## src/design/lzwd_pkg.sv

```systemverilog
// ----------------------------------------------------------------------------
// lzwd_pkg
// Shared types and constants of the 12-bit hashed-table LZW decoder.
// ----------------------------------------------------------------------------
package lzwd_pkg;

   localparam int TABLE_ENTRIES   = 4096;
   localparam int IDX_W           = 12;
   localparam int STRING_MAX_DEF  = 512;
   localparam int QUEUE_DEPTH     = 4;

   localparam logic [15:0] ROOT_KEY   = 16'hFFFF;
   localparam logic [15:0] SQ_OR      = 16'h0800;
   localparam logic [15:0] MUL_K      = 16'd15073;
   localparam logic [11:0] PROBE_STEP = 12'd101;
   localparam logic [11:0] ROOT_PRED  = 12'hFFF;
   localparam logic [11:0] MAX_ADDS   = 12'd3840;
   localparam logic [11:0] IDX_LAST   = 12'hFFF;
   localparam logic [7:0]  SEED_LAST  = 8'hFF;

   typedef struct packed {
      logic        is_start;
      logic [11:0] code;
   } lzwd_cmd_type;

   typedef struct packed {
      logic        used;
      logic        root;
      logic [11:0] nxt;
      logic [11:0] pred;
      logic [7:0]  foll;
   } lzwd_entry_type;

   typedef enum logic [1:0] {
      NIB_EMPTY,
      NIB_BYTE,
      NIB_HALF
   } lzwd_nib_type;

   typedef enum logic [3:0] {
      ST_CLEAR,
      ST_SEED,
      ST_IDLE,
      ST_CODE,
      ST_WALK,
      ST_INS_HASH,
      ST_INS_RD,
      ST_INS_CHAIN,
      ST_INS_PROBE,
      ST_INS_NEW,
      ST_ROOT,
      ST_STACK,
      ST_TAIL,
      ST_FLUSH,
      ST_LAST,
      ST_OVF
   } lzwd_state_type;

endpackage

```

## src/design/lzwd_front.sv

```systemverilog
// ----------------------------------------------------------------------------
// lzwd_front
// Byte intake: cuts the byte stream into 12-bit codes and queues codes and
// stream-start commands for the back end.
// ----------------------------------------------------------------------------
module lzwd_front (
   input  logic                  clock,
   input  logic                  reset,
   input  logic                  req_valid,
   output logic                  req_stall,
   input  logic [7:0]            req_in_byte,
   input  logic                  req_start_stream,
   output logic                  q_push,
   output lzwd_pkg::lzwd_cmd_type q_data,
   input  logic                  q_full
);
   import lzwd_pkg::*;

   lzwd_nib_type nib_ff, nib_in;
   logic [7:0]   val_ff, val_in;
   logic         accept;

   assign req_stall = q_full;
   assign accept    = req_valid && !q_full;

   always_ff @(posedge clock) begin
      if (reset) begin
         nib_ff <= NIB_EMPTY;
      end else begin
         nib_ff <= nib_in;
      end
      val_ff <= val_in;
   end

   always_comb begin
      nib_in      = nib_ff;
      val_in      = val_ff;
      q_push      = 1'b0;
      q_data      = '0;
      if (accept) begin
         if (req_start_stream) begin
            q_push          = 1'b1;
            q_data.is_start = 1'b1;
            val_in          = req_in_byte;
            nib_in          = NIB_BYTE;
         end else begin
            case (nib_ff)
               NIB_EMPTY: begin
                  val_in = req_in_byte;
                  nib_in = NIB_BYTE;
               end
               NIB_BYTE: begin
                  q_push      = 1'b1;
                  q_data.code = {val_ff, req_in_byte[7:4]};
                  val_in      = {4'b0, req_in_byte[3:0]};
                  nib_in      = NIB_HALF;
               end
               NIB_HALF: begin
                  q_push      = 1'b1;
                  q_data.code = {val_ff[3:0], req_in_byte};
                  nib_in      = NIB_EMPTY;
               end
               default: begin
                  nib_in = NIB_EMPTY;
               end
            endcase
         end
      end
   end

endmodule

```

## config.mk

```make
export PLATFORM = sky130hd
export DESIGN_NAME = lzwd_front
export DESIGN_NICKNAME = d
export VERILOG_FILES = /design/src/design/lzwd_pkg.sv /design/src/design/lzwd_front.sv
export SDC_FILE = /design/constraint.sdc
export NUM_CORES = 1
export LEC_CHECK = 0
export BUFFER_PORTS_ARGS = -buffer_cell sky130_fd_sc_hd__buf_4
export CAP_MARGIN = 25
export CORE_MARGIN = 4
export CORE_UTILIZATION = 40
export DETAILED_ROUTE_END_ITERATION = 16
export GPL_ROUTABILITY_DRIVEN = 0
export PLACE_DENSITY = 0.73
export SETUP_SLACK_MARGIN = 0.02
export SLEW_MARGIN = 40
export SYNTH_ARGS = -nofsm -noshare
export SYNTH_HDL_FRONTEND = slang
export SYNTH_SLANG_ARGS = --single-unit
```

## constraint.sdc

```tcl
create_clock -name clock -period 2.1 [get_ports clock]
set_clock_uncertainty 0.15 [all_clocks]
set_input_delay 0.315 -clock clock [delete_from_list [all_inputs] [get_ports clock]]
set_output_delay 0.315 -clock clock [all_outputs]
set_load 0.005 [all_outputs]
```

==> results of run 1 <==
critical path, stage by stage, from the launching register on:
cell	delay, ns
dfxtp_1	0.37
inv_1	0.09
ha_1	0.35
nand3_4	0.15
nor2_1	0.15
buf_4	0.13
state kept, by name, summed over array words and instances, names as in the netlist:
name,cells
nib_ff,2
val_ff,8
cells in the mapped netlist, drive strengths merged:
library cell  instances  area (sq um)
a211oi                1          7.51
a21oi                 2          10.0
a22oi                12          90.1
and2                  4          25.0
buf                   4          22.5
dfxtp                 2          40.0
edfxtp                8           240
ha                    4          50.1
inv                   3          11.3
nand2                 2          7.51
nand2b                1          6.26
nand3                 2          10.0
nor2                 15          56.3
nor2b                 1          8.76
nor3                  1          5.00
path summary, 6_finish.rpt:
kind                          startpoint                      to  slack [ns]
setup reg to reg  nib_ff[1]$_SDFFE_PP0P_     val_ff[6]$_DFFE_PP_        0.63
hold reg to reg   nib_ff[1]$_SDFFE_PP0P_  nib_ff[1]$_SDFFE_PP0P_        0.33
hold / removal                     reset  nib_ff[1]$_SDFFE_PP0P_        0.07
setup / recovery  nib_ff[0]$_SDFFE_PP0P_               q_data[6]        0.14
timing repair:
item | 4_1_cts | 5_1_grt
hold endpoints to repair | 0 | 0
gates resized for setup | 1 | 3
setup endpoints to repair | 12 | 12
layout make-up:
type / count / area [sq um] / share of cell area (%)
timing repair buffer: 28 / 210 / 25.0
clock inverter: 1 / 3.75 / 0.446
tap: 15 / 18.8 / 2.23
sequential: 10 / 280 / 33.3
inverter: 3 / 11.3 / 1.34
clock buffer: 3 / 22.5 / 2.68
multi-input combinational: 45 / 294 / 35.0
power by group through the flow:
stage | Sequential (mW) | Combinational, mW | Clock, mW
detailed placement | 0.233 | 0.0666 | 0
finish | 0.228 | 0.0704 | 0.128
floorplan | 0.232 | 0.0350 | 0
global placement | 0.232 | 0.0661 | 0
global route | 0.229 | 0.0795 | 0.147
CTS | 0.228 | 0.0677 | 0.134
stage by stage:
step / cells / power, mW / cell area [sq um]
6_report: 105 / 0.427 / 841
3_5_place_dp: 101 / 0.299 / 797
3_3_place_gp: 101 / 0.298 / 797
4_1_cts: 105 / 0.430 / 828
5_1_grt: 105 / 0.456 / 841
2_1_floorplan: 62 / 0.267 / 591
logic make-up after synthesis:
kind of cell    synth area share [%]
flops                           47.5
compound gates                  18.2
simple gates                    20.1
fa+ha+maj                       8.47
buf+inv                         5.72
per-layer routing:
layer	up-vias	routed length (microns)	global-route usage (%)
li1	275	-	-
met1	249	503	15.0
met2	20	727	23.1
met3	0	107	7.03
met4	0	0	1.70
met5	-	0	0
==> impl_metrics.json, run 1 <==
{
  "outcome": "finished clean",
  "rsz0062_at_grt": "no",
  "final_core_util_pct": 62.3,
  "path_class": "register to primary output",
  "core_sq_um": 1350,
  "post-place-ws_ns": 0.209,
  "area_growth_pct": 42.4,
  "drc": 0,
  "clkTransAtPathRegs_ns": 0.06,
  "yosysWarningCount": 0,
  "worst_slack_ns": 0.136,
  "fin_crit_ns": 1.96,
  "wl_mm": 1.34,
  "slew_headroom_pct": 84.1,
  "cp_max_fo": 12,
  "num_rows": 13,
  "seqPwrFrac_pct": 53.5,
  "cts_buffers": 3,
  "track_usage_pct": 13.4,
  "tightest_slew_ns": 0.239,
  "end_kind": "primary output",
  "finalCritPeriodShare_pct": 93.5,
  "required_ns": 1.63,
  "arrival_ns": 1.50,
  "postCtsSetupBuffers": 0,
  "synth_seq_area_share_pct": 47.5,
  "p_per_area_nw_per_um2": 507,
  "p_switching_mw": 0.0977,
  "die_y_microns": 46.4,
  "p_clk_share_pct": 30.0,
  "maxCapViolCount": 0,
  "ys_ff_latch": 10,
  "vias_per_cell": 5.18,
  "worstSkewPairLatency_ns": 0.25,
  "final_max_slew_viol_count": 0,
  "final_cell_mix": "buf_4, nor2_1, a22oi_1, edfxtp_1, and2_1",
  "via_count": 544,
  "cts_tree": "built",
  "worstHoldPathCells": 2,
  "ant_nets": 0,
  "vdd_ir_drop_max_mv": 0.547,
  "wl_per_cell_microns": 12.7,
  "r2r_cells": 4,
  "cts_root_buf": "clkbuf_4",
  "hp-class": "input pin to register",
  "n_fill_cell": 119,
  "clockBufferDepth": 2,
  "syn_inst": 62,
  "final_common_cell": "buf_4",
  "drt_iter0_markers": 8,
  "ios": 28,
  "hold_viol_final": 0,
  "switching_share_pct": 22.9,
  "num-nets-final": 108,
  "grt_start_max_net_pins": 14,
  "cts_htree_levels": 1,
  "grt_antenna_before_repair": 0,
  "cts.sinks": 10,
  "syn-num-nets": 79,
  "fin_setup_tns_ns": 0,
  "die_area_sq_um": 2160,
  "synth_cell_types": 16,
  "postCtsHoldBufs": 0,
  "p_int_mw": 0.329,
  "grt_pass1_vias": 495,
  "drive_gt1_share_pct": 38.9,
  "syn-cell-area_sq_um": 591,
  "power_frac_comb_pct": 16.5,
  "io_buffers": 27,
  "grt_pass1_wl_mm": 2.04,
  "antenna_cells": 0,
  "clock.fmax_mhz": 509,
  "grt_overflow_total": 0,
  "die_width_microns": 46.4,
  "drtPass1Iterations": 4,
  "hold_slack_ns": 0.0660,
  "dp_hpwl_mm": 1.01,
  "start_util_pct": 43.7,
  "start_kind": "register",
  "p_leak_nw": 0.330,
  "avgSynthCellArea_sq_um": 9.53,
  "setup_viol_count_final": 0
}
Note: power is estimated with default switching activity, not from simulation.
==> run 2, diff against run 1 <==
--- a/config.mk
+++ b/config.mk
@@ -12,3 +12,2 @@
 export DETAILED_ROUTE_END_ITERATION = 16
-export GPL_ROUTABILITY_DRIVEN = 0
 export PLACE_DENSITY = 0.73
==> constraint.sdc (replaced) <==
create_clock -name clock -period 2.1 [get_ports clock]
set_clock_uncertainty 0.15 [all_clocks]
set_input_delay 0.42 -clock clock [delete_from_list [all_inputs] [get_ports clock]]
set_output_delay 0.42 -clock clock [all_outputs]
set_load 0.005 [all_outputs]
==> impl_metrics.json, run 2 (synthesized netlist as in run 1, its figures left out) <==
{
  "outcome": "finished clean",
  "cts_root_buf": "clkbuf_4",
  "track_usage_pct": 15.8,
  "ios": 28,
  "largestRegisters": "val_ff: 8 flops, nib_ff: 2 flops",
  "placed_cells_incl_taps": 101,
  "drive_gt1_share_pct": 46.2,
  "grt_overflow_total": 0,
  "final_cell_mix": "buf_4, nor2_1, a22oi_1, edfxtp_1, and2_1",
  "final_area_sq_um": 896,
  "die_width_microns": 46.4,
  "ant_nets": 0,
  "grt_pass1_wl_mm": 2.33,
  "finalCritPeriodShare_pct": 94.4,
  "grt_antenna_before_repair": 0,
  "rsz0062_at_grt": "no",
  "grt_pass1_vias": 552,
  "p_per_area_nw_per_um2": 493,
  "vdd_ir_drop_max_mv": 0.515,
  "gp_congestion": 0.773,
  "die_area_sq_um": 2160,
  "required_ns": 1.53,
  "io_buffers": 27,
  "num-nets-final": 109,
  "end_kind": "primary output",
  "dp_hpwl_mm": 1.01,
  "layoutNonFillerInstCount": 106,
  "grt_start_max_net_pins": 14,
  "cts.sinks": 10,
  "die_y_microns": 46.4,
  "final_core_util_pct": 66.4,
  "postCtsHoldBufs": 0,
  "power_mw": 0.441,
  "maxCapViolCount": 0,
  "arrival_ns": 1.41,
  "core_sq_um": 1350,
  "p_leak_nw": 0.337,
  "largest-register": "val_ff",
  "vias_per_cell": 5.57,
  "cts_tree": "built",
  "slew_headroom_pct": 80.2,
  "start_util_pct": 43.7,
  "hp-class": "input pin to register",
  "antenna_cells": 0,
  "worstSkewPairLatency_ns": 0.25,
  "tightest_slew_ns": 0.297,
  "clock.fmax_mhz": 505,
  "cts_htree_levels": 1,
  "start_kind": "register",
  "final_common_cell": "buf_4",
  "fin_setup_tns_ns": 0,
  "cts_buffers": 3,
  "wl_per_cell_microns": 14.7,
  "fin_crit_ns": 1.98,
  "via_count": 590,
  "placed_area_sq_um": 797,
  "clkTransAtPathRegs_ns": 0.06,
  "final_max_slew_viol_count": 0,
  "cp_max_fo": 6,
  "clockBufferDepth": 2,
  "drtPass1Iterations": 4,
  "setup_viol_count_final": 0,
  "wl_mm": 1.56,
  "largest_reg_flops": 8,
  "drc": 0,
  "postCtsSetupBuffers": 0,
  "area_growth_pct": 51.7,
  "path_class": "register to primary output",
  "drt_iter0_markers": 19,
  "num_rows": 13,
  "hold_viol_final": 0
}
run 2: cell count changes in the layout (fill, tap and decap cells not counted):
cell and delta:
nor2_2 +1, dfxtp_1 -2, dfxtp_2 +2, inv_1 -2
ha_2 -2, nor2_1 -1, ha_4 +3, ha_1 -1
nand3_4 +1, inv_2 +2
run 2: final timing paths:
kind                                        startpoint                      to  slack (ns)  cells after the start
worst max register to register  nib_ff[1]$_SDFFE_PP0P_     val_ff[6]$_DFFE_PP_        0.72                      4
worst min register to register  nib_ff[1]$_SDFFE_PP0P_  nib_ff[1]$_SDFFE_PP0P_        0.35                      2
worst max-delay path            nib_ff[1]$_SDFFE_PP0P_               q_data[5]        0.12                      5
worst min-delay path                             reset  nib_ff[1]$_SDFFE_PP0P_        0.17                      2
run 2: routing by layer:
layer / vias to the layer above / GRT usage, % / wire, microns
met5: - / 0 / 0
met4: 0 / 6.25 / 25
met3: 4 / 7.42 / 121
met2: 21 / 25.0 / 831
met1: 284 / 18.4 / 578
li1: 281 / - / -
run 2: worst max-delay path, cell delays in order (launching register included):
cell,delay [ns]
dfxtp_2,0.38
inv_2,0.09
ha_4,0.32
nand3_4,0.11
nor2_1,0.15
buf_4,0.12
run 2: final cells by class:
class | instances | area, sq um
clock buffers | 3 | 22.5
well taps | 15 | 18.8
flip-flops and latches | 10 | 283
fillers | 111 | 454
multi-input cells | 46 | 347
inverters | 3 | 11.3
clock inverters | 1 | 3.75
repair buffers | 28 | 210
run 2: repair_timing:
action / in CTS / in global routing
endpoints found under the setup margin: 12 / 12
gates resized for setup: 5 / 8
pin swaps: 0 / 0
cloned: 1 / 0
run 2: per-stage QoR:
stage / setup WS [ns] / hold WS (ns)
floorplan: 0.443 / 0.306
detailed placement: 0.0971 / 0.334
global placement: 0.127 / 0.327
finish: 0.118 / 0.169
global route: 0.0350 / 0.151
CTS: 0.0635 / 0.167
run 2: power by group:
group / switching (mW) / internal (mW) / total [mW]
logic: 0.0420 / 0.0419 / 0.0839
registers: 0.00536 / 0.225 / 0.230
clock network: 0.0589 / 0.0683 / 0.127
total: 0.106 / 0.335 / 0.441
