File: src/design/lzwd_pkg.sv
// ----------------------------------------------------------------------------
// lzwd_pkg
// Shared types and constants of the 12-bit hashed-table LZW decoder.
// ----------------------------------------------------------------------------
package lzwd_pkg;

   localparam int TABLE_ENTRIES   = 4096;
   localparam int IDX_W           = 12;
   localparam int STRING_MAX_DEF  = 512;
   localparam int QUEUE_DEPTH     = 4;

   localparam logic [15:0] ROOT_KEY   = 16'hFFFF;
   localparam logic [15:0] SQ_OR      = 16'h0800;
   localparam logic [15:0] MUL_K      = 16'd15073;
   localparam logic [11:0] PROBE_STEP = 12'd101;
   localparam logic [11:0] ROOT_PRED  = 12'hFFF;
   localparam logic [11:0] MAX_ADDS   = 12'd3840;
   localparam logic [11:0] IDX_LAST   = 12'hFFF;
   localparam logic [7:0]  SEED_LAST  = 8'hFF;

   typedef struct packed {
      logic        is_start;
      logic [11:0] code;
   } lzwd_cmd_type;

   typedef struct packed {
      logic        used;
      logic        root;
      logic [11:0] nxt;
      logic [11:0] pred;
      logic [7:0]  foll;
   } lzwd_entry_type;

   typedef enum logic [1:0] {
      NIB_EMPTY,
      NIB_BYTE,
      NIB_HALF
   } lzwd_nib_type;

   typedef enum logic [3:0] {
      ST_CLEAR,
      ST_SEED,
      ST_IDLE,
      ST_CODE,
      ST_WALK,
      ST_INS_HASH,
      ST_INS_RD,
      ST_INS_CHAIN,
      ST_INS_PROBE,
      ST_INS_NEW,
      ST_ROOT,
      ST_STACK,
      ST_TAIL,
      ST_FLUSH,
      ST_LAST,
      ST_OVF
   } lzwd_state_type;

endpackage

File: src/design/lzwd_fifo.sv
// ----------------------------------------------------------------------------
// lzwd_fifo
// Short command queue between the byte intake and the table engine.
// ----------------------------------------------------------------------------
module lzwd_fifo #(
   parameter int DEPTH = lzwd_pkg::QUEUE_DEPTH
) (
   input  logic                   clock,
   input  logic                   reset,
   input  logic                   push,
   input  lzwd_pkg::lzwd_cmd_type push_data,
   output logic                   full,
   input  logic                   pop,
   output lzwd_pkg::lzwd_cmd_type pop_data,
   output logic                   empty
);
   import lzwd_pkg::*;

   localparam int PW = (DEPTH > 1) ? $clog2(DEPTH) : 1;
   localparam int CW = $clog2(DEPTH + 1);
   localparam logic [CW-1:0] CNT_FULL = CW'(DEPTH);
   localparam logic [PW-1:0] PTR_LAST = PW'(DEPTH - 1);

   lzwd_cmd_type  slot_ff [DEPTH];
   logic [PW-1:0] wr_ff, wr_in, rd_ff, rd_in;
   logic [CW-1:0] cnt_ff, cnt_in;

   assign full     = (cnt_ff == CNT_FULL);
   assign empty    = (cnt_ff == '0);
   assign pop_data = slot_ff[rd_ff];

   always_comb begin
      wr_in  = wr_ff;
      rd_in  = rd_ff;
      cnt_in = cnt_ff;
      if (push) begin
         wr_in = (wr_ff == PTR_LAST) ? '0 : wr_ff + 1'b1;
      end
      if (pop) begin
         rd_in = (rd_ff == PTR_LAST) ? '0 : rd_ff + 1'b1;
      end
      if (push && !pop) begin
         cnt_in = cnt_ff + 1'b1;
      end else if (pop && !push) begin
         cnt_in = cnt_ff - 1'b1;
      end
   end

   always_ff @(posedge clock) begin
      if (reset) begin
         wr_ff  <= '0;
         rd_ff  <= '0;
         cnt_ff <= '0;
      end else begin
         wr_ff  <= wr_in;
         rd_ff  <= rd_in;
         cnt_ff <= cnt_in;
      end
      if (push) begin
         slot_ff[wr_ff] <= push_data;
      end
   end

endmodule

File: config.mk
export PLATFORM = sky130hd
export DESIGN_NAME = lzwd_fifo
export DESIGN_NICKNAME = d
export VERILOG_FILES = /design/src/design/lzwd_pkg.sv /design/src/design/lzwd_fifo.sv
export SDC_FILE = /design/constraint.sdc
export NUM_CORES = 1
export LEC_CHECK = 0
export BUFFER_PORTS_ARGS = -buffer_cell sky130_fd_sc_hd__buf_2
export CAP_MARGIN = 20
export CELL_PAD_IN_SITES_DETAIL_PLACEMENT = 1
export CELL_PAD_IN_SITES_GLOBAL_PLACEMENT = 2
export CORE_AREA = 4 4 113 94
export CTS_CLUSTER_DIAMETER = 50
export DETAILED_ROUTE_END_ITERATION = 16
export DIE_AREA = 0 0 117 98
export PLACE_DENSITY_LB_ADDON = 0.12
export SLEW_MARGIN = 20
export SYNTH_ARGS = -nofsm -noshare
export SYNTH_HDL_FRONTEND = slang
export SYNTH_SLANG_ARGS = --single-unit
File: constraint.sdc
create_clock -name clock -period 1.8 [get_ports clock]
set_input_delay 0.36 -clock clock [delete_from_list [all_inputs] [get_ports clock]]
set_output_delay 0.36 -clock clock [all_outputs]
set_load 0.01 [all_outputs]
==> results of run 1 <==
[state kept, by name, summed over array words and instances (netlist names), named ones only]
name / flops
cnt_ff: 3
slot_ff: 52
wr_ff: 2
rd_ff: 2
[layout make-up]
cell class              count  area (sq um)
well taps                 119           149
repair buffers             42           345
fillers                   963          6370
inverters                   4          15.0
flip-flops and latches     61          1750
multi-input cells          44           538
clock buffers               9           225
clock inverters             7          65.1
[critical path, delay by kind of cell (launching register included)]
kind	cells	cell delay, ns
buffers and inverters	2	0.29
flip-flops	1	0.39
multiplexers	1	0.52
[cell families after synthesis]
group | Yosys count
muxes | 17
and+or+nand+nor | 15
AOI/OAI and AO/OA | 3
DFF | 61
xor gates and xnor gates | 2
buffers and inverters | 6
adders and majority gates | 7
[where the power goes]
part | internal [mW] | total [mW] | switching, mW | leakage, nW
Combinational | 0.211 | 0.391 | 0.180 | 0.424
Sequential | 1.61 | 1.65 | 0.0363 | 0.553
Clock | 1.06 | 1.61 | 0.556 | 0.135
Total | 2.88 | 3.66 | 0.773 | 1.11
[routing by layer]
metal | GRT usage [%] | vias up | part of all wire, %
met5 | 0 | - | 0
met4 | 2.38 | 0 | 1.1
met3 | 4.34 | 6 | 4.2
met2 | 14.0 | 18 | 52
met1 | 10.6 | 602 | 43
li1 | - | 542 | -
[metrics by stage]
stage	instance area (sq um)	hold slack (ns)	setup TNS, ns
2_1_floorplan	2320	0.429	0
3_5_place_dp	2700	0.530	-0.0662
5_1_grt	3080	0.248	-1.47
3_3_place_gp	2700	0.477	0
4_1_cts	3050	0.245	-1.15
6_report	3080	0.255	-0.732
[worst max path at each step]
stage | from | endpoint | slack [ns] | depth (start not counted)
final | register | pop_data[1] | -0.07 | 3
after global routing | register | pop_data[7] | -0.14 | 3
after CTS | register | pop_data[8] | -0.11 | 3
after detailed placement | pop | cnt_ff[2]$_SDFFE_PP0P_ | -0.07 | 8
after global placement | pop | cnt_ff[2]$_SDFFE_PP0P_ | 0.03 | 8
after floorplan | pop | cnt_ff[2]$_SDFFE_PP0P_ | 0.18 | 7
[cells in the final DEF, fill, tap and decap left out, types with 2 or more instances in the layout]
cell         n
clkinv_1     3
clkinvlp_4   2
mux2i_1      4
clkbuf_16    9
and2_1       4
mux4_2      13
edfxtp_1    52
nor2_1       7
a21oi_1      2
inv_1        4
buf_6       12
nor3b_1      2
xor2_1       2
ha_1         6
dfxtp_1      8
buf_4        9
buf_2       19
[timing repair]
action | in CTS | in global routing
resized for setup | 13 | 6
setup endpoints to repair | 13 | 13
gates cloned | 1 | 0
hold buffers | 0 | 0
==> run_results.csv, run 1 <==
group,metric,value,unit
timing,worst_pin_slew,0.235,ns
power,power.density,1190,nW/um^2
power,power,3.66,mW
synthesis,synth-compound-area-share,0.647,%
synthesis,synth_xor_area_share,0.754,%
power,ir_drop,0.383,mV
synthesis,synth_top_flop_cell,"edfxtp_1",
setup_path,worst_setup_path_start_kind,"register",
setup_path,r2r_end,"cnt_ff[2]$_SDFFE_PP0P_",
timing,fin_crit_sh,104,%
setup_path,reg2reg_slack,0.31,ns
setup_path,path_cells,"buf_12 > mux4_2 > buf_6",
place,port_buffers,31,
route,final_antenna_net_count,0,
global_routing,overflow,0,
synthesis,netlist_top_cells_count,"edfxtp_1, mux4_2, dfxtp_1",
global_routing,grt_pass1_wl,7.24,mm
floorplanning,die_y,98,um
final_layout,drive_gt1_share,41.3,%
synthesis,ys_warn_count,0,
synthesis,ys_ff_latch,61,
synthesis,synth_nets,135,
place,pre_cts_slack,-0.0662,ns
clock_network,post-cts-setup-buffers,0,
setup_path,required,1.44,ns
clock_network,clock-root-buffer,"clkbuf_16",
setup_path,cpMaxStageDelayCell,"mux4_2",
synthesis,synth_area_leaders,"edfxtp_1, mux4_2, dfxtp_1",
floorplanning,io_pins,32,
final_layout,syn_to_final_growth,32.8,%
setup_path,critPathMaxFanout,7,
clock_network,clockBufferDepth,2,
place,dp_hpwl,3.11,mm
route,wl_per_cell,15.7,um
run_status,violations,"negative setup slack",
timing,fin_crit,1.87,ns
route,via_per_inst,4.08,
power,leakagePower,1.11,nW
synthesis,synthesis.area,2320,sq um
synthesis,synthDistinctLibCells,18,
final_layout,insertedDiodeCount,0,
synthesis,synth_edf_count,52,
run_status,status,"finished, violations left",
final_layout,utilization,32.6,%
timing,slew_violations,0,
timing,fmax,535,MHz
setup_path,slowest_delay,0.52,ns
setup_path,end_kind,"output pin",
place,dp.cells,269,
place,gp_congestion,0.624,
clock_network,cts_tree,"done",
timing,slew_headroom,84.4,%
global_routing,antenna_found_initial,0,
synthesis,yosys.area_share.simple,3.34,%
setup_path,reg2reg_from,"cnt_ff[0]$_SDFFE_PP0P_",
clock_network,clkTransAtPathRegs,0.05,ns
final_layout,instances_no_fill,286,
global_routing,grt_max_degree,14,
timing,hold_violations,0,
setup_path,arrival,1.51,ns
floorplanning,dieArea,11500,sq um
route,firstDrtPassIters,5,
setup_path,rr_worst_depth,4,
floorplanning,design.core.area,9450,sq um
job,drv_cap,0,
floorplanning,die_w,117,um
synthesis,synth_cells,111,
synthesis,yosysSeqAreaShare,75.0,%
synthesis,synth.top_cell.area_share,67.2,%
clock_network,clkLatencyLatePin,0.32,ns
final_layout,nNetsFinal,186,
synthesis,synth_fa_ha_area_share,4.09,%
synthesis,async_reset_ff_share,0,%
min_path,min_to,"slot_ff[1][10]$_DFFE_PP_",
timing,setup_viol,13,
global_routing,first_global_vias,1311,
route,drt_iter0_markers,42,
timing,fin_skew,0.00587,ns
synthesis,synth.largest_area_cell,"edfxtp_1",
min_path,hold_depth,1,
floorplanning,rows,32,
clock_network,numCtsBuffers,9,
clock_network,htree_levels,3,
synthesis,yosysMostFrequentCell,"edfxtp_1",
min_path,hold_start,"push_data[10]",
synthesis,synth_top_family_by_area,"multiplexers",
route,drc,0,
global_routing,gr-usage-all-layers,8.82,%
min_path,hold_path.class,"primary input to register",
route,routed_wl,4.49,mm
synthesis,synth_area_per_cell,20.9,sq um
floorplanning,start_util,24.6,%
clock_network,cts_sinks,61,
synthesis,muxShareOfSynthArea,14.8,%
setup_path,path_class,"register to output pin",
timing,fin_ws,-0.0686,ns
route,vias,1168,
timing,rsz0062_at_grt,"yes",
(Power assumes the default switching activity.)
==> run 2: changes to the inputs <==
- REMOVE_ABC_BUFFERS: default -> 1
- clock period: 1.8 -> 1.69 ns (I/O delays scaled with it)
==> run 2 against run 1 <==
The run still ends with negative setup slack left. Clock power up 14%. Non-clock buffer count unchanged. Cell count unchanged. Sequential share of layout area down 0.30 points. Via count up 1.5%. Combinational power up 5.9%. Clock skew down 0.0016 ns.
==> run_results.csv, run 2 (synthesized netlist as in run 1, its figures left out) <==
group,metric,value,unit
run_status,status,"finished, violations left",
run_status,violations,"negative setup slack",
global_routing,grt_pass1_wl,7.40,mm
setup_path,path_cells,"buf_12 > mux4_2 > buf_6",
global_routing,grt_max_degree,14,
clock_network,htree_levels,3,
timing,fin_crit,1.85,ns
floorplanning,die_y,98,um
setup_path,cp_top_family,"multiplexers",
clock_network,clkTransAtPathRegs,0.05,ns
setup_path,cpMaxStageDelayCell,"mux4_2",
timing,rsz0062_at_grt,"yes",
final_layout,reg_top3,"slot_ff: 52 flops, cnt_ff: 3 flops",
route,firstDrtPassIters,4,
final_layout,final_common_cell,"edfxtp_1",
clock_network,cts_tree,"done",
final_layout,design_area,3100,sq um
timing,worst_pin_slew,0.805,ns
route,via_per_inst,4.14,
setup_path,path_class,"register to output pin",
clock_network,hold_buffers,0,
global_routing,antenna_found_initial,0,
timing,fmax,542,MHz
floorplanning,design.core.area,9450,sq um
setup_path,reg2reg_from,"wr_ff[1]$_SDFFE_PP0P_",
clock_network,cts_sinks,61,
min_path,hold_start,"push_data[9]",
clock_network,clock-root-buffer,"clkbuf_16",
final_layout,insertedDiodeCount,0,
global_routing,overflow,0,
timing,setup_viol,13,
setup_path,worst_setup_path_start_kind,"register",
final_layout,final_cell_mix,"edfxtp_1, buf_2, mux4_2",
clock_network,numCtsBuffers,9,
place,dp_hpwl,3.11,mm
final_layout,syn_to_final_growth,33.5,%
power,leakagePower,1.13,nW
global_routing,gr-usage-all-layers,8.97,%
global_routing,first_global_vias,1346,
power,power.density,1290,nW/um^2
route,routed_wl,4.59,mm
route,drc,0,
final_layout,utilization,32.8,%
final_layout,instances_no_fill,286,
setup_path,critPathBufInv,2,
timing,fin_ws,-0.155,ns
route,final_antenna_net_count,0,
timing,hold_violations,0,
power,ir_drop,0.432,mV
setup_path,arrival,1.51,ns
route,wl_per_cell,16.1,um
place,dp.cells,269,
timing,fin_skew,0.00426,ns
final_layout,regMostFlops,"slot_ff",
place,port_buffers,31,
timing,slew_headroom,46.3,%
place,dpl_cell_area,2710,sq um
min_path,hold_path.class,"primary input to register",
floorplanning,start_util,24.6,%
setup_path,slowest_delay,0.53,ns
floorplanning,rows,32,
timing,slew_violations,0,
clock_network,clockBufferDepth,2,
floorplanning,die_w,117,um
setup_path,required,1.35,ns
final_layout,nNetsFinal,186,
floorplanning,dieArea,11500,sq um
route,drt_iter0_markers,31,
setup_path,critPathMaxFanout,7,
route,vias,1185,
job,drv_cap,0,
place,gp_congestion,0.731,
final_layout,drive_gt1_share,41.3,%
clock_network,clkLatencyLatePin,0.31,ns
floorplanning,io_pins,32,
timing,fin_crit_sh,109,%
final_layout,largest_reg_flops,52,
setup_path,end_kind,"output pin",
run 2: worst register-to-register path, cell delays in order (launching register included):
cell and delay, ns:
dfxtp_1 0.34, inv_1 0.10, ha_1 0.16, and2_1 0.62
run 2: final cells by class:
type	count	area (sq um)
clock buffers	10	229
clock inverters	6	77.6
fillers	972	6350
inverters	4	15.0
multi-input cells	44	538
flip-flops and latches	61	1750
well taps	119	149
repair buffers	42	345
run 2: per-layer routing:
layer | routed length (um) | share of wire (%) | vias to the layer above | GRT usage [%]
met5 | 0 | 0 | - | 0
met4 | 71 | 1.5 | 0 | 3.97
met3 | 228 | 5.0 | 6 | 3.59
met2 | 2340 | 51 | 30 | 14.7
met1 | 1950 | 42 | 605 | 10.2
li1 | - | - | 544 | -
run 2: per-stage QoR:
stage | setup TNS [ns] | worst slack (ns) | hold slack, ns | total power, mW
2_1_floorplan | -0.171 | -0.0570 | 0.407 | 1.97
5_1_grt | -2.42 | -0.214 | 0.233 | 4.20
3_3_place_gp | -0.0433 | -0.0433 | 0.480 | 2.13
6_report | -1.74 | -0.155 | 0.238 | 4.01
4_1_cts | -2.19 | -0.194 | 0.227 | 4.07
3_5_place_dp | -0.358 | -0.109 | 0.528 | 2.16
run 2: worst paths after layout:
check                             end  slack, ns  cells after the start
max                       pop_data[8]      -0.16                      3
min           slot_ff[1][9]$_DFFE_PP_       0.24                      1
min reg2reg    cnt_ff[2]$_SDFFE_PP0P_       0.53                      2
max reg2reg  slot_ff[0][12]$_DFFE_PP_       0.10                      3
run 2: power breakdown:
| group | total [mW] | switching, mW | internal (mW) |
|---|---|---|---|
| logic | 0.414 | 0.194 | 0.220 |
| clock network | 1.84 | 0.565 | 1.27 |
| registers | 1.76 | 0.0381 | 1.72 |
| total | 4.01 | 0.797 | 3.21 |
run 2: repair_timing:
action | 4_1_cts | 5_1_grt
setup buffers | 0 | 0
gates cloned | 1 | 0
endpoints found under the setup margin | 13 | 13
gates resized for setup | 14 | 4
==> run 3: changes to the inputs <==
- CORE_AREA: 4 4 113 94 -> 4 4 93 77
- DIE_AREA: 0 0 117 98 -> 0 0 97 81
==> run 3 against run 2 <==
The flow still finishes with violations (negative setup slack). Register-to-register slack improved by 0.02 ns. First-iteration DRC count increased by 35%. Combinational power decreased by 3%. Flip-flop and latch count unchanged. Clock skew increased by 0.0011 ns. Clock power decreased by 36%. Sequential power about the same. Non-clock buffer count decreased by 3. Count of clock-buffer cells in the layout increased by 1. Via count decreased by 3.7%. Worst hold slack got worse by 0.015 ns. Critical endpoint is now pop_data[11]. Largest power group is now sequential cells.
==> run_results.csv, run 3 (synthesized netlist as in run 1, its figures left out) <==
group,metric,value,unit
run_status,status,"finished, violations left",
run_status,violations,"negative setup slack",
timing,slew_headroom,49.3,%
floorplanning,rows,26,
timing,slew_violations,0,
final_layout,fillers,615,
final_layout,instances_no_fill,248,
timing,fin_skew,0.00540,ns
power,switchingPower,0.740,mW
setup_path,worst_setup_path_start_kind,"register",
clock_network,cts_sinks,61,
place,pre_cts_slack,-0.167,ns
timing,fin_crit,1.85,ns
global_routing,grt_pass1_wl,6.81,mm
clock_network,numCtsBuffers,9,
final_layout,design_area,2900,sq um
setup_path,path_class,"register to output pin",
final_layout,reg_top3,"slot_ff: 52 flops, cnt_ff: 3 flops",
floorplanning,start_util,37.0,%
setup_path,arrival,1.51,ns
clock_network,clockBufferDepth,2,
setup_path,required,1.35,ns
power,power,3.34,mW
setup_path,end_kind,"output pin",
clock_network,clock-root-buffer,"clkbuf_8",
power,p_sw_share,22.1,%
place,dp.cells,231,
place,gp_congestion,0.713,
floorplanning,io_pins,32,
power,leakagePower,1.05,nW
final_layout,nNetsFinal,183,
power,ir_drop,0.572,mV
power,p_comb_share,12.0,%
final_layout,drive_gt1_share,40.2,%
timing,worst_pin_slew,0.761,ns
global_routing,grtUsageMet3,5.49,%
final_layout,insertedDiodeCount,0,
route,drc,0,
global_routing,busiest_layer,"met2",
global_routing,grt_util_met1,13.9,%
final_layout,syn_to_final_growth,25.0,%
global_routing,antenna_found_initial,0,
final_layout,final_cell_mix,"edfxtp_1, buf_2, mux4_2",
route,drt_iter0_markers,42,
timing,holdWs,0.223,ns
power,seq_power_share,52.5,%
min_path,hold_path.class,"primary input to register",
final_layout,largest_reg_flops,52,
global_routing,first_global_vias,1316,
setup_path,rr_worst_depth,3,
floorplanning,die_w,97,um
route,routed_wl,4.31,mm
route,via_per_inst,4.60,
route,vias,1141,
route,final_antenna_net_count,0,
final_layout,utilization,46.2,%
final_layout,final_common_cell,"edfxtp_1",
global_routing,overflow,0,
global_routing,met2_usage,19.8,%
place,port_buffers,31,
clock_network,cts_tree,"done",
global_routing,grt_max_degree,14,
route,wl_per_cell,17.4,um
global_routing,gr-usage-all-layers,11.9,%
floorplanning,design.core.area,6280,sq um
floorplanning,dieArea,7860,sq um
route,firstDrtPassIters,4,
timing,fin_setup_tns,-1.95,ns
timing,hold_violations,0,
power,clkPwrFrac,35.4,%
power,intPower,2.60,mW
job,drv_cap,0,
clock_network,post-cts-setup-buffers,0,
min_path,hold_depth,1,
timing,fmax,540,MHz
timing,rsz0062_at_grt,"yes",
clock_network,htree_levels,3,
setup_path,critPathMaxFanout,7,
place,dp_hpwl,2.79,mm
final_layout,regMostFlops,"slot_ff",
timing,fin_crit_sh,110,%
place,dpl_cell_area,2630,sq um
floorplanning,die_y,81,um
clock_network,clkTransAtPathRegs,0.07,ns
power,power.density,1150,nW/um^2
clock_network,clkLatencyLatePin,0.32,ns
timing,fin_ws,-0.163,ns
timing,setup_viol,13,
[run 3: timing repair]
item,in CTS,in global routing
pin swaps,0,0
hold buffers,0,0
resized for setup,14,3
gates cloned,1,0
endpoints found under the setup margin,13,13
[run 3: critical path, stage by stage, from the launching register on]
cell	delay, ns
dfxtp_4	0.39
buf_12	0.14
mux4_2	0.52
buf_6	0.14
[run 3: final timing paths]
kind	start	end	slack [ns]
worst max register to register	wr_ff[0]$_SDFFE_PP0P_	slot_ff[0][7]$_DFFE_PP_	0.12
worst min register to register	rd_ff[0]$_SDFFE_PP0P_	register	0.56
worst max-delay path	register	pop_data[11]	-0.16
worst min-delay path	push_data[6]	slot_ff[0][6]$_DFFE_PP_	0.22
[run 3: layout make-up]
type	count	area [sq um]	area share [%]
sequential	61	1750	60.1
multi-input combinational	44	538	18.5
timing repair buffer	39	317	10.9
clock buffer	11	131	4.53
tap	84	105	3.62
clock inverter	5	51.3	1.77
inverter	4	15.0	0.517
[run 3: layer usage]
metal / up-vias / share of wire, %
met3: 2 / 5.0
met1: 577 / 44
met4: 0 / 0.74
li1: 535 / -
met5: - / 0
met2: 27 / 51
[run 3: power by group through the flow]
stage	clock (mW)	sequential [mW]	combinational, mW
2_1_floorplan	0	1.79	0.183
3_3_place_gp	0	1.78	0.337
3_5_place_dp	0	1.79	0.351
4_1_cts	1.23	1.76	0.400
5_1_grt	1.30	1.76	0.440
6_report	1.18	1.76	0.401
